**src/rtl/nps_pkg.sv**
```systemverilog
// Package for the nearest point search block: shared constants, opcodes,
// control state type and the scan status bundle.
// No dependencies.

package nps_pkg;

    // default geometry of the point store
    localparam int DEF_TABLE_DEPTH = 256;
    localparam int DEF_COORD_BITS  = 16;

    // fixed field widths of the request, result and configuration channels
    localparam int POS_W   = 16;
    localparam int INDEX_W = 8;
    localparam int COUNT_W = 9;
    localparam int DIST_W  = 17;

    // largest distance the result field can carry
    localparam logic [DIST_W-1:0] DIST_MAX = 17'd131071;

    // request opcodes
    localparam logic OP_WRITE = 1'b0;
    localparam logic OP_QUERY = 1'b1;

    // top level control states
    typedef enum logic [1:0] {
        ST_IDLE,
        ST_BUSY,
        ST_HOLD
    } nps_state_t;

    // status from the scan unit to the top level
    typedef struct packed {
        logic done;
        logic found;
    } scan_status_t;

endpackage

```
**src/rtl/nps_sqrt_cell.sv**
```systemverilog
// One cell of the integer square root chain: consumes two radicand bits,
// produces one root bit and hands the partial state to the next cell.
// Depends on nps_pkg for the default root width.

module nps_sqrt_cell #(
    parameter int ROOT_W = nps_pkg::DEF_COORD_BITS + 1
) (
    input  logic                clk,
    input  logic                rst_n,
    input  logic                v_in,
    input  logic [2*ROOT_W-1:0] rad_in,
    input  logic [ROOT_W:0]     rem_in,
    input  logic [ROOT_W-1:0]   root_in,
    output logic                v_out,
    output logic [2*ROOT_W-1:0] rad_out,
    output logic [ROOT_W:0]     rem_out,
    output logic [ROOT_W-1:0]   root_out
);

    localparam int RAD_W = 2 * ROOT_W;
    localparam int REM_W = ROOT_W + 1;
    localparam int CUR_W = REM_W + 2;

    logic                v_reg;
    logic [RAD_W-1:0]    rad_reg;
    logic [REM_W-1:0]    rem_reg;
    logic [ROOT_W-1:0]   root_reg;
    logic [REM_W-1:0]    rem_next;
    logic [ROOT_W-1:0]   root_next;
    logic [CUR_W-1:0]    cur;
    logic [CUR_W-1:0]    trial;

    // bring down the next two radicand bits and try the next root bit
    assign cur   = {rem_in, rad_in[RAD_W-1 -: 2]};
    assign trial = CUR_W'({root_in, 2'b01});

    always_comb
    begin
        if (cur >= trial)
        begin
            rem_next  = REM_W'(cur - trial);
            root_next = {root_in[ROOT_W-2:0], 1'b1};
        end
        else
        begin
            rem_next  = REM_W'(cur);
            root_next = {root_in[ROOT_W-2:0], 1'b0};
        end
    end

    // valid tag
    always_ff @(posedge clk or negedge rst_n)
    begin
        if (!rst_n)
            v_reg <= 1'b0;
        else
            v_reg <= v_in;
    end

    // partial state handed on
    always_ff @(posedge clk)
    begin
        rad_reg  <= rad_in << 2;
        rem_reg  <= rem_next;
        root_reg <= root_next;
    end

    assign v_out    = v_reg;
    assign rad_out  = rad_reg;
    assign rem_out  = rem_reg;
    assign root_out = root_reg;

endmodule

```
**config.mk**
```make
export PLATFORM = sky130hd
export DESIGN_NAME = nps_sqrt_cell
export DESIGN_NICKNAME = d
export VERILOG_FILES = /design/src/rtl/nps_pkg.sv /design/src/rtl/nps_sqrt_cell.sv
export SDC_FILE = /design/constraint.sdc
export NUM_CORES = 1
export LEC_CHECK = 0
export ABC_AREA = 1
export BUFFER_PORTS_ARGS = -buffer_cell sky130_fd_sc_hd__buf_2
export CORE_UTILIZATION = 40
export CTS_BUF_LIST = sky130_fd_sc_hd__clkbuf_8
export CTS_CLUSTER_DIAMETER = 30
export DETAILED_ROUTE_END_ITERATION = 12
export PLACE_DENSITY = 0.71
export SYNTH_ARGS = -nofsm -noshare
export SYNTH_HDL_FRONTEND = slang
export SYNTH_SLANG_ARGS = --single-unit
```
**constraint.sdc**
```tcl
create_clock -name clk -period 0.8 [get_ports clk]
set_input_delay 0.12 -clock clk [delete_from_list [all_inputs] [get_ports clk]]
set_output_delay 0.12 -clock clk [all_outputs]
set_load 0.02 [all_outputs]
```
==> qor.yml, run 1 <==
sta:
  tns_ns: -18.53
  setup_viol: 87
  timing.final.ws_setup_ns: -0.5808
  post-route-period-util: 1.726
  fmax_mhz: 724.2
  maxSlewViolCount: 0
  final_hold_viol_count: 0
  fin_crit_ns: 1.381
  rsz0062_at_grt: "true"
hold_path:
  hp-start: "rem_in[4]"
  whs_endpoint: "rem_out[6]"
  hold_class: "in -> reg"
  min_path_cells: 3
worst_setup_path:
  crit_chain: "buf_6 -> inv_2 -> ha_4 -> nand2_4 -> inv_4 -> nand2_4 -> nor2_4 -> nand2_2 -> nand3b_4 -> nand2_4 -> nand2_8 -> buf_12 -> nand2_2 -> nand2_2"
  crit_path_top_delay_cell: "ha_4"
  end_kind: "register"
  critPathLaunchType: "primary input"
  critPathMaxStageDelay_ns: 0.31
  arrival_ns: 1.66
  crit_required_ns: 1.08
  critPathMaxFanout: 6
  worst-setup-path-type: "in -> reg"
routing:
  drt_pre_antenna_iters: 5
  routed_wirelength_um: 15430
  via_per_inst: 5.404
  via_count: 3718
  postRouteAntennaNets: 0
  drtIter0Drc: 462
  wl_per_cell_um: 22.42
  drc: 0
floorplanning:
  die-area_um2: 7307
  die_h_um: 85.48
  core-area_um2: 6756
  initial_core_util: 0.4126
  dieWidth_um: 85.48
  io_pins: 142
  rows: 30
global_route:
  overflow: 0
  track_usage: 0.3308
  grt_pass1_vias: 3535
  grt_pass1_wl_um: 18320
  grt_max_degree: 14
  grt_antenna_before_repair: 0
synthesis:
  syn_area_um2: 2788
  syn_inst: 352
  ys_types: 25
  ys_seq_elements: 68
  ys_seq_area_frac: 0.4901
  yosys_warnings: 0
  avgSynthCellArea_um2: 7.920
cells_and_area:
  mostFrequentLayoutCells: "88 x buf_6, 73 x nand2_1, 67 x dfxtp_2, 58 x dlygate4sd3_1, 48 x buf_2"
  diodes: 0
  nNetsFinal: 694
  layout-drive-gt1-share: 0.6628
  syn2layout_area_growth_pct: 118.6
  multi_input_area_um2: 1814
  regArea_um2: 1450
  fillerInstances: 235
  layout.cells.most_common: "buf_6"
  final_core_util: 0.9019
clock_tree:
  cts-htree-levels: 3
  clkTransAtPathRegs_ns: 0.09
  cts_made_buffers: 9
  ctsRootBufferMaster: "clkbuf_8"
  cts.sinks: 68
  cts_tree: "yes"
  clk_path_buf_depth: 2
outcome:
  violations: "negative setup slack"
  outcome: "finished with violations"
pwr:
  cellLeakagePower_nw: 2.973
  peakVddDrop_v: 0.0009484
  power_density_nw_per_um2: 1772
place:
  io_buffers: 139
  dp_hpwl_um: 5637
  globalplace.congestion: 0.8640
  pre_cts_slack_ns: -0.9833
flow_run:
  maxCapViolCount: 0
what timing repair did:
action | CTS | global route
endpoints found under the hold margin | 57 | 1
endpoints found under the setup margin | 87 | 87
setup buffers | 9 | 3
resized for setup | 268 | 95
gates cloned | 1 | 1
hold buffers | 57 | 1
pin swaps | 18 | 44
metal layers:
metal  wire length [um]  GRT usage  up-vias
met3               1616    0.08171      110
li1                   -          -     1574
met2               7331     0.6029      337
met5                  0          0        -
met4                995     0.1394        0
met1               5484     0.3644     1697
logic make-up after synthesis:
group           count (synthesis)  synth area share
flops                          68            0.4901
buf+inv                        60           0.09112
compound gates                 20           0.03680
fa+ha+maj                      19           0.08528
simple gates                  174            0.2612
other cells                     1          0.001345
xor+xnor                       10           0.03411
how the worst max path moves through the flow:
stage / start / endpoint / slack [ns] / cells past startpoint
3_5_place_dp: root_in[5] / rem_out[17] / -0.98 / 12
4_1_cts: root_in[0] / rem_out[0] / -0.36 / 13
3_3_place_gp: root_in[5] / rem_out[17] / -0.96 / 12
2_1_floorplan: root_in[5] / rem_out[15] / -0.52 / 14
6_report: root_in[7] / rem_out[7] / -0.58 / 14
5_1_grt: root_in[10] / rem_out[13] / -0.63 / 13
registers in the layout, indices dropped and copies added (netlist names):
name,cells
rem_out,18
v_out,1
rad_out,32
root_out,17
report_power, final:
group	internal [mW]	switching [mW]	leakage (nW)	total, mW
registers	3.77	0.197	0.578	3.96
clock network	1.23	1.55	0.0851	2.79
logic	1.94	2.10	2.31	4.05
metrics by stage:
step | instance area [um2] | hold WS [ns] | total power, mW | instances
5_1_grt | 6093 | 0.01345 | 11.11 | 688
2_1_floorplan | 3094 | -0.1756 | 5.331 | 353
3_5_place_dp | 4118 | -0.1040 | 6.279 | 600
6_report | 6093 | 0.01199 | 10.80 | 688
4_1_cts | 5741 | 0.0006915 | 9.858 | 683
3_3_place_gp | 4118 | -0.1053 | 6.240 | 600
final cells by class:
class / count / share of cell area
Clock buffer: 10 / 0.02259
Clock inverter: 6 / 0.008008
Inverter: 55 / 0.04415
Multi-Input combinational cell: 225 / 0.2977
Sequential cell: 68 / 0.2380
Tap cell: 80 / 0.01643
Timing Repair Buffer: 243 / 0.3717
Timing Repair inverter: 1 / 0.001437
cell usage after synthesis:
cell type,number,share of area
a21oi_1,14,0.025
nand3b_4,1,0.0072
ha_1,19,0.085
o21ai_0,4,0.0072
inv_2,2,0.0027
dfrtp_1,1,0.0090
nand2_4,1,0.0040
dfxtp_1,67,0.48
buf_6,2,0.0081
nor2_2,1,0.0022
nor2_1,20,0.027
nand2_2,2,0.0045
xnor2_1,1,0.0031
buf_4,3,0.0081
nand2_1,125,0.17
o21bai_1,1,0.0027
inv_4,1,0.0022
inv_1,52,0.070
conb_1,1,0.0013
nand3b_1,5,0.013
xor2_2,1,0.0058
o21ai_1,1,0.0018
xor2_1,8,0.025
nand3_1,18,0.032
nand4_1,1,0.0022
worst max-delay path: cells and delay by family:
kind,cells,cell delay [ns]
and+or+nand+nor,9,0.86
buffers and inverters,4,0.37
adders and majority gates,1,0.31
No activity file was read; power rests on OpenSTA's default activity.
==> inputs of run 2 (changes only) <==
==> constraint.sdc (replaced) <==
create_clock -name clk -period 0.8 [get_ports clk]
set_input_delay 0.04 -clock clk [delete_from_list [all_inputs] [get_ports clk]]
set_output_delay 0.04 -clock clk [all_outputs]
set_load 0.02 [all_outputs]
==> run 2 against run 1 <==
The run still ends with negative setup slack left. Sequential share of layout area down 0.51 points. Combinational power increased by 5%. Utilization grew 2.0 points. Fmax increased by 1.7%. Highest routed layer unchanged.
==> qor.yml, run 2 (synthesized netlist as in run 1, its figures left out) <==
floorplanning:
  rows: 30  # unchanged
  io_pins: 142  # unchanged
  dieWidth_um: 85.48  # unchanged
  die-area_um2: 7307  # unchanged
  core-area_um2: 6756  # unchanged
  initial_core_util: 0.4126  # unchanged
  die_h_um: 85.48  # unchanged
worst_setup_path:
  worst-setup-path-type: "in -> reg"
  crit_path_top_delay_cell: "a21oi_4"
  cp_num_buf_inv: 4  # unchanged
  end_kind: "register"
  arrival_ns: 1.65  # about the same
  critPathMaxFanout: 3  # -3
  crit_chain: "buf_8 -> inv_4 -> ha_4 -> a21oi_4 -> nand2_2 -> nand3b_4 -> buf_4 -> buf_4 -> xor2_1 -> nand2_1 -> nand2_2"
  crit_required_ns: 1.09  # about the same
  crit_family: "simple AND/OR/NAND/NOR gates"
  critPathMaxStageDelay_ns: 0.26  # -0.05 ns
  critPathLaunchType: "primary input"
clock_tree:
  ctsRootBufferMaster: "clkbuf_8"
  clk_path_buf_depth: 2  # unchanged
  cts.sinks: 68  # unchanged
  cts-htree-levels: 3  # unchanged
  clkTransAtPathRegs_ns: 0.09  # about the same
  cts_tree: "yes"
  cts_made_buffers: 9  # unchanged
cells_and_area:
  mostFrequentLayoutCells: "83 x buf_6, 68 x dlygate4sd3_1, 67 x dfxtp_2, 66 x nand2_1, 48 x buf_2"
  fillerInstances: 207  # -12%
  largest_reg_flops: 32  # unchanged
  final_core_util: 0.9215  # +0.01963
  layout.cells.most_common: "buf_6"
  layout-drive-gt1-share: 0.6613  # -0.001539
  nNetsFinal: 706  # +1.7%
  diodes: 0  # unchanged
  finalInstanceArea_um2: 6226  # +2.2%
  layoutNonFillerInstCount: 700  # +1.7%
  syn2layout_area_growth_pct: 123.3
global_route:
  grt_antenna_before_repair: 0  # unchanged
  track_usage: 0.3562  # +0.02540
  grt_pass1_wl_um: 19550  # +6.7%
  grt_pass1_vias: 3660  # +3.5%
  grt_max_degree: 17  # +3
  overflow: 0  # unchanged
sta:
  rsz0062_at_grt: "true"
  timing.final.ws_setup_ns: -0.5577  # +0.02316 ns
  final_hold_viol_count: 0  # unchanged
  post-route-period-util: 1.697  # -0.02896
  fmax_mhz: 736.6  # +1.7%
  setup_viol: 87  # unchanged
  maxSlewViolCount: 0  # unchanged
  tns_ns: -11.89  # +6.647 ns
  whs_ns: 0.1445  # +0.1325 ns
  fin_crit_ns: 1.358  # -0.02316 ns
outcome:
  violations: "negative setup slack"
  outcome: "finished with violations"
place:
  dp_cells: 600  # unchanged
  io_buffers: 139  # unchanged
  placed_area_um2: 4118  # unchanged
  globalplace.congestion: 0.8641  # about the same
  dp_hpwl_um: 5601  # -0.64%
  pre_cts_slack_ns: -0.8684  # +0.1149 ns
hold_path:
  hold_class: "in -> reg"
pwr:
  power_density_nw_per_um2: 1730  # -2.3%
  peakVddDrop_v: 0.001228  # +29%
  cellLeakagePower_nw: 3.056  # +2.8%
  p_total_mw: 10.77  # -0.22%
routing:
  routed_wirelength_um: 16410  # +6.4%
  postRouteAntennaNets: 0  # unchanged
  drt_pre_antenna_iters: 5  # unchanged
  drtIter0Drc: 330  # -29%
  drc: 0  # unchanged
  via_per_inst: 5.577  # +3.2%
  via_count: 3904  # +5.0%
  wl_per_cell_um: 23.44  # +4.5%
flow_run:
  maxCapViolCount: 0  # unchanged
-- run 2: changes by cell type in the layout (fill, tap and decap cells not counted), sizes merged --
cell,previous run,this run
inv,57,58
clkinv,2,3
buf,184,187
clkbuf,11,9
clkinvlp,3,2
dlygate4sd3,58,68
-- run 2: timing repair --
action                                 CTS  global route
hold buffers                            66             2
resized for setup                      284            91
setup endpoints to repair               87            87
buffers inserted                         8             6
pin swaps                               47            40
gates cloned                             1             1
endpoints found under the hold margin   67             2
-- run 2: worst paths after layout --
check	slack, ns	to	start	cells after the start
max	-0.56	rem_out[12]	root_in[9]	11
min	0.14	rem_out[1]	rad_in[33]	4
min in group asynchronous	0.59	v_out	rst_n	3
max in group asynchronous	0.09	v_out	rst_n	3
-- run 2: area by class of cell --
cell class	count	area, um2	area share
Timing Repair Buffer	255	2379	0.3820
Multi-Input combinational cell	225	1851	0.2972
Sequential cell	68	1450	0.2329
Inverter	55	274.0	0.04401
Clock buffer	9	123.9	0.01990
Tap cell	80	100.1	0.01608
Clock inverter	7	37.54	0.006029
Timing Repair inverter	1	11.26	0.001809
-- run 2: worst min-delay path, stage by stage --
cell	delay, ns
buf_2	0.12
inv_1	0.11
buf_4	0.13
o21ai_2	0.05
-- run 2: where the power goes --
| part | internal (mW) | leakage (nW) | switching (mW) | total [mW] |
|---|---|---|---|---|
| Combinational | 2.00 | 2.39 | 2.23 | 4.24 |
| Sequential | 3.77 | 0.578 | 0.191 | 3.96 |
| Clock | 1.09 | 0.0874 | 1.49 | 2.58 |
| Total | 6.86 | 3.06 | 3.91 | 10.8 |
-- run 2: layer usage --
metal / global-route usage / part of all wire / up-vias
met2: 0.6371 / 0.47 / 351
met3: 0.08074 / 0.10 / 149
met5: 0 / 0 / -
met1: 0.3987 / 0.34 / 1800
li1: - / - / 1604
met4: 0.1712 / 0.090 / 0
==> inputs of run 3 (changes only) <==
--- a/config.mk
+++ b/config.mk
@@ -6,12 +6,12 @@
 export NUM_CORES = 1
 export LEC_CHECK = 0
 export ABC_AREA = 1
-export BUFFER_PORTS_ARGS = -buffer_cell sky130_fd_sc_hd__buf_2
 export CORE_UTILIZATION = 40
 export CTS_BUF_LIST = sky130_fd_sc_hd__clkbuf_8
 export CTS_CLUSTER_DIAMETER = 30
 export DETAILED_ROUTE_END_ITERATION = 12
-export PLACE_DENSITY = 0.71
+export DONT_BUFFER_PORTS = 1
+export PLACE_DENSITY = 0.53
 export SYNTH_ARGS = -nofsm -noshare
 export SYNTH_HDL_FRONTEND = slang
 export SYNTH_SLANG_ARGS = --single-unit
==> run 3 against run 2 <==
The run still ends with negative setup slack left. Hold slack lost 0.092 ns. Non-clock buffer count shrank 138. Global-route usage shrank 14 points. Sequential power grew 8.3%. Via count shrank 33%. Final area shrank 21%. Largest cell class is now multi-input combinational cells.
==> qor.yml, run 3 (synthesized netlist as in run 1, its figures left out) <==
outcome:
  violations: "negative setup slack"
  outcome: "finished with violations"
pwr:
  p_switching_mw: 2.977  # -24%
  clock_power_share: 0.288  # +0.049
  p_comb_frac: 0.241  # -0.152
  p_total_mw: 9.107  # -15%
  power_density_nw_per_um2: 1855  # +7.2%
  p_sw_frac: 0.3269  # -0.03624
  internal_power_mw: 6.129  # -11%
  cellLeakagePower_nw: 2.211  # -28%
  seq_power_share: 0.471  # +0.104
  peakVddDrop_v: 0.001016  # -17%
routing:
  postRouteAntennaNets: 0  # unchanged
  routed_wirelength_um: 7806  # -52%
  via_count: 2614  # -33%
  drc: 0  # unchanged
  drtIter0Drc: 65  # -80%
  drt_pre_antenna_iters: 4  # -1
  wl_per_cell_um: 13.91  # -41%
  via_per_inst: 4.660  # -16%
cells_and_area:
  regArea_um2: 1519  # +4.7%
  mostFrequentLayoutCells: "88 x nand2_1, 70 x dlygate4sd3_1, 44 x buf_4, 40 x dfxtp_2, 32 x nand2_2"
  layout-drive-gt1-share: 0.5364  # -0.1249
  layoutNonFillerInstCount: 561  # -20%
  fillerInstances: 509  # +150%
  syn2layout_area_growth_pct: 76.08
  multi_input_area_um2: 1757  # -5.1%
  diodes: 0  # unchanged
  nNetsFinal: 567  # -20%
  largest_reg_flops: 32  # unchanged
  layout.cells.most_common: "nand2_1"
worst_setup_path:
  crit_chain: "inv_4 -> ha_4 -> nand2_4 -> nor2_4 -> nand3_1 -> o21ai_2 -> nor2_4 -> nand2_8 -> buf_12 -> nand3_2 -> nand2_1"
  arrival_ns: 1.26  # -0.39 ns
  critical_path_cell_count: 11  # unchanged
  critPathLaunchType: "primary input"
  worstSetupEndpoint: "rem_out[10]"
  end_kind: "register"
  cp-startpoint: "root_in[4]"
  crit_family: "simple AND/OR/NAND/NOR gates"
  path_common_cell: "nor2_4"
  crit_path_top_delay_cell: "ha_4"
  critPathMaxStageDelay_ns: 0.28  # +0.02 ns
  worst-setup-path-type: "in -> reg"
  critPathMaxFanout: 8  # +5
  crit_required_ns: 1.09  # about the same
  cp_num_buf_inv: 2  # -2
global_route:
  grt_antenna_before_repair: 0  # unchanged
  grt_pass1_vias: 2648  # -28%
  grt_pass1_wl_um: 12030  # -38%
  track_usage: 0.2141  # -0.1421
  grt_max_degree: 17  # unchanged
  overflow: 0  # unchanged
place:
  pre_cts_slack_ns: -0.5803  # +0.2882 ns
  io_buffers: 0  # -100%
  globalplace.congestion: 0.8442  # -2.3%
  dp_hpwl_um: 4920  # -12%
  dp_cells: 464  # -23%
clock_tree:
  cts_tree: "yes"
  cts-htree-levels: 3  # unchanged
  cts_made_buffers: 9  # unchanged
  clk_path_buf_depth: 2  # unchanged
  cts.sinks: 68  # unchanged
  ctsRootBufferMaster: "clkbuf_8"
  clkTransAtPathRegs_ns: 0.08  # about the same
sta:
  fin_crit_ns: 0.9697  # -0.3880 ns
  setup_viol: 20  # -77%
  timing.final.ws_setup_ns: -0.1697  # +0.3880 ns
  final_hold_viol_count: 0  # unchanged
  maxSlewViolCount: 0  # unchanged
  rsz0062_at_grt: "true"
  post-route-period-util: 1.212  # -0.4850
  fmax_mhz: 1031  # +40%
  whs_ns: 0.05209  # -0.09241 ns
floorplanning:
  die-area_um2: 7307  # unchanged
  die_h_um: 85.48  # unchanged
  rows: 30  # unchanged
  initial_core_util: 0.4126  # unchanged
  io_pins: 142  # unchanged
  core-area_um2: 6756  # unchanged
  dieWidth_um: 85.48  # unchanged
flow_run:
  maxCapViolCount: 0  # unchanged
hold_path:
  hold_class: "in -> reg"
## run 3: changes by cell type in the layout (fill, tap and decap cells not counted), moves of 3 or more
cell	change
nand2_4	-16
buf_6	-81
nor2_2	+7
nor2_1	-7
inv_6	+3
nand2_1	+22
buf_8	-6
dfxtp_2	-27
clkinv_2	-3
dfxtp_4	+27
a21oi_1	-3
buf_2	-48
nand2_2	-6
inv_4	-6
## run 3: tightest hold or removal path, cell delays in order
cell and delay, ns:
ha_4 0.15, xor2_1 0.07, nand2_1 0.07, nand2_1 0.05
## run 3: cell type report
| class | instances | area share |
|---|---|---|
| repair buffers | 117 | 0.2187 |
| clock inverters | 6 | 0.009686 |
| flip-flops and latches | 68 | 0.3095 |
| well taps | 80 | 0.02039 |
| clock buffers | 10 | 0.02804 |
| inverters | 55 | 0.05582 |
| multi-input cells | 225 | 0.3579 |
## run 3: metrics by stage
| stage | utilization | instance area [um2] | setup TNS, ns |
|---|---|---|---|
| finish | 0.7265 | 4908 | -2.837 |
| CTS | 0.6791 | 4588 | -2.065 |
| global route | 0.7265 | 4908 | -3.972 |
| floorplan | - | 3094 | -7.863 |
| detailed placement | 0.5061 | 3420 | -10.44 |
| global placement | 0.5061 | 3420 | -10.73 |
## run 3: how the worst min path moves through the flow
stage,start,endpoint,slack (ns),depth (start not counted)
2_1_floorplan,rst_n,v_out,-0.26,0
3_3_place_gp,rst_n,v_out,-0.26,0
3_5_place_dp,rst_n,v_out,-0.26,0
4_1_cts,rem_in[0],rem_out[2],0.01,4
5_1_grt,rem_in[6],rem_out[8],0.05,4
6_report,rem_in[6],rem_out[8],0.05,4
## run 3: what timing repair did
item | in CTS | in global routing
setup buffers | 6 | 4
gates cloned | 0 | 1
endpoints found under the setup margin | 87 | 52
resized for setup | 113 | 89
endpoints found under the hold margin | 68 | 0
hold buffers | 70 | 0
pin swaps | 23 | 35
## run 3: layer usage
layer / wire (um) / up-vias / GRT usage
met2: 3812 / 100 / 0.3716
met4: 130 / 0 / 0.07273
met3: 556 / 11 / 0.06809
met1: 3305 / 1185 / 0.2486
met5: 0 / - / 0
li1: - / 1318 / -
## run 3: power groups by stage
stage               clock [mW]  sequential, mW  combinational (mW)
floorplan                    0            4.27                1.06
global placement             0            4.31                1.47
detailed placement           0            4.31                1.48
CTS                       2.70            4.30                1.93
global route              2.87            4.32                2.42
finish                    2.62            4.29                2.20
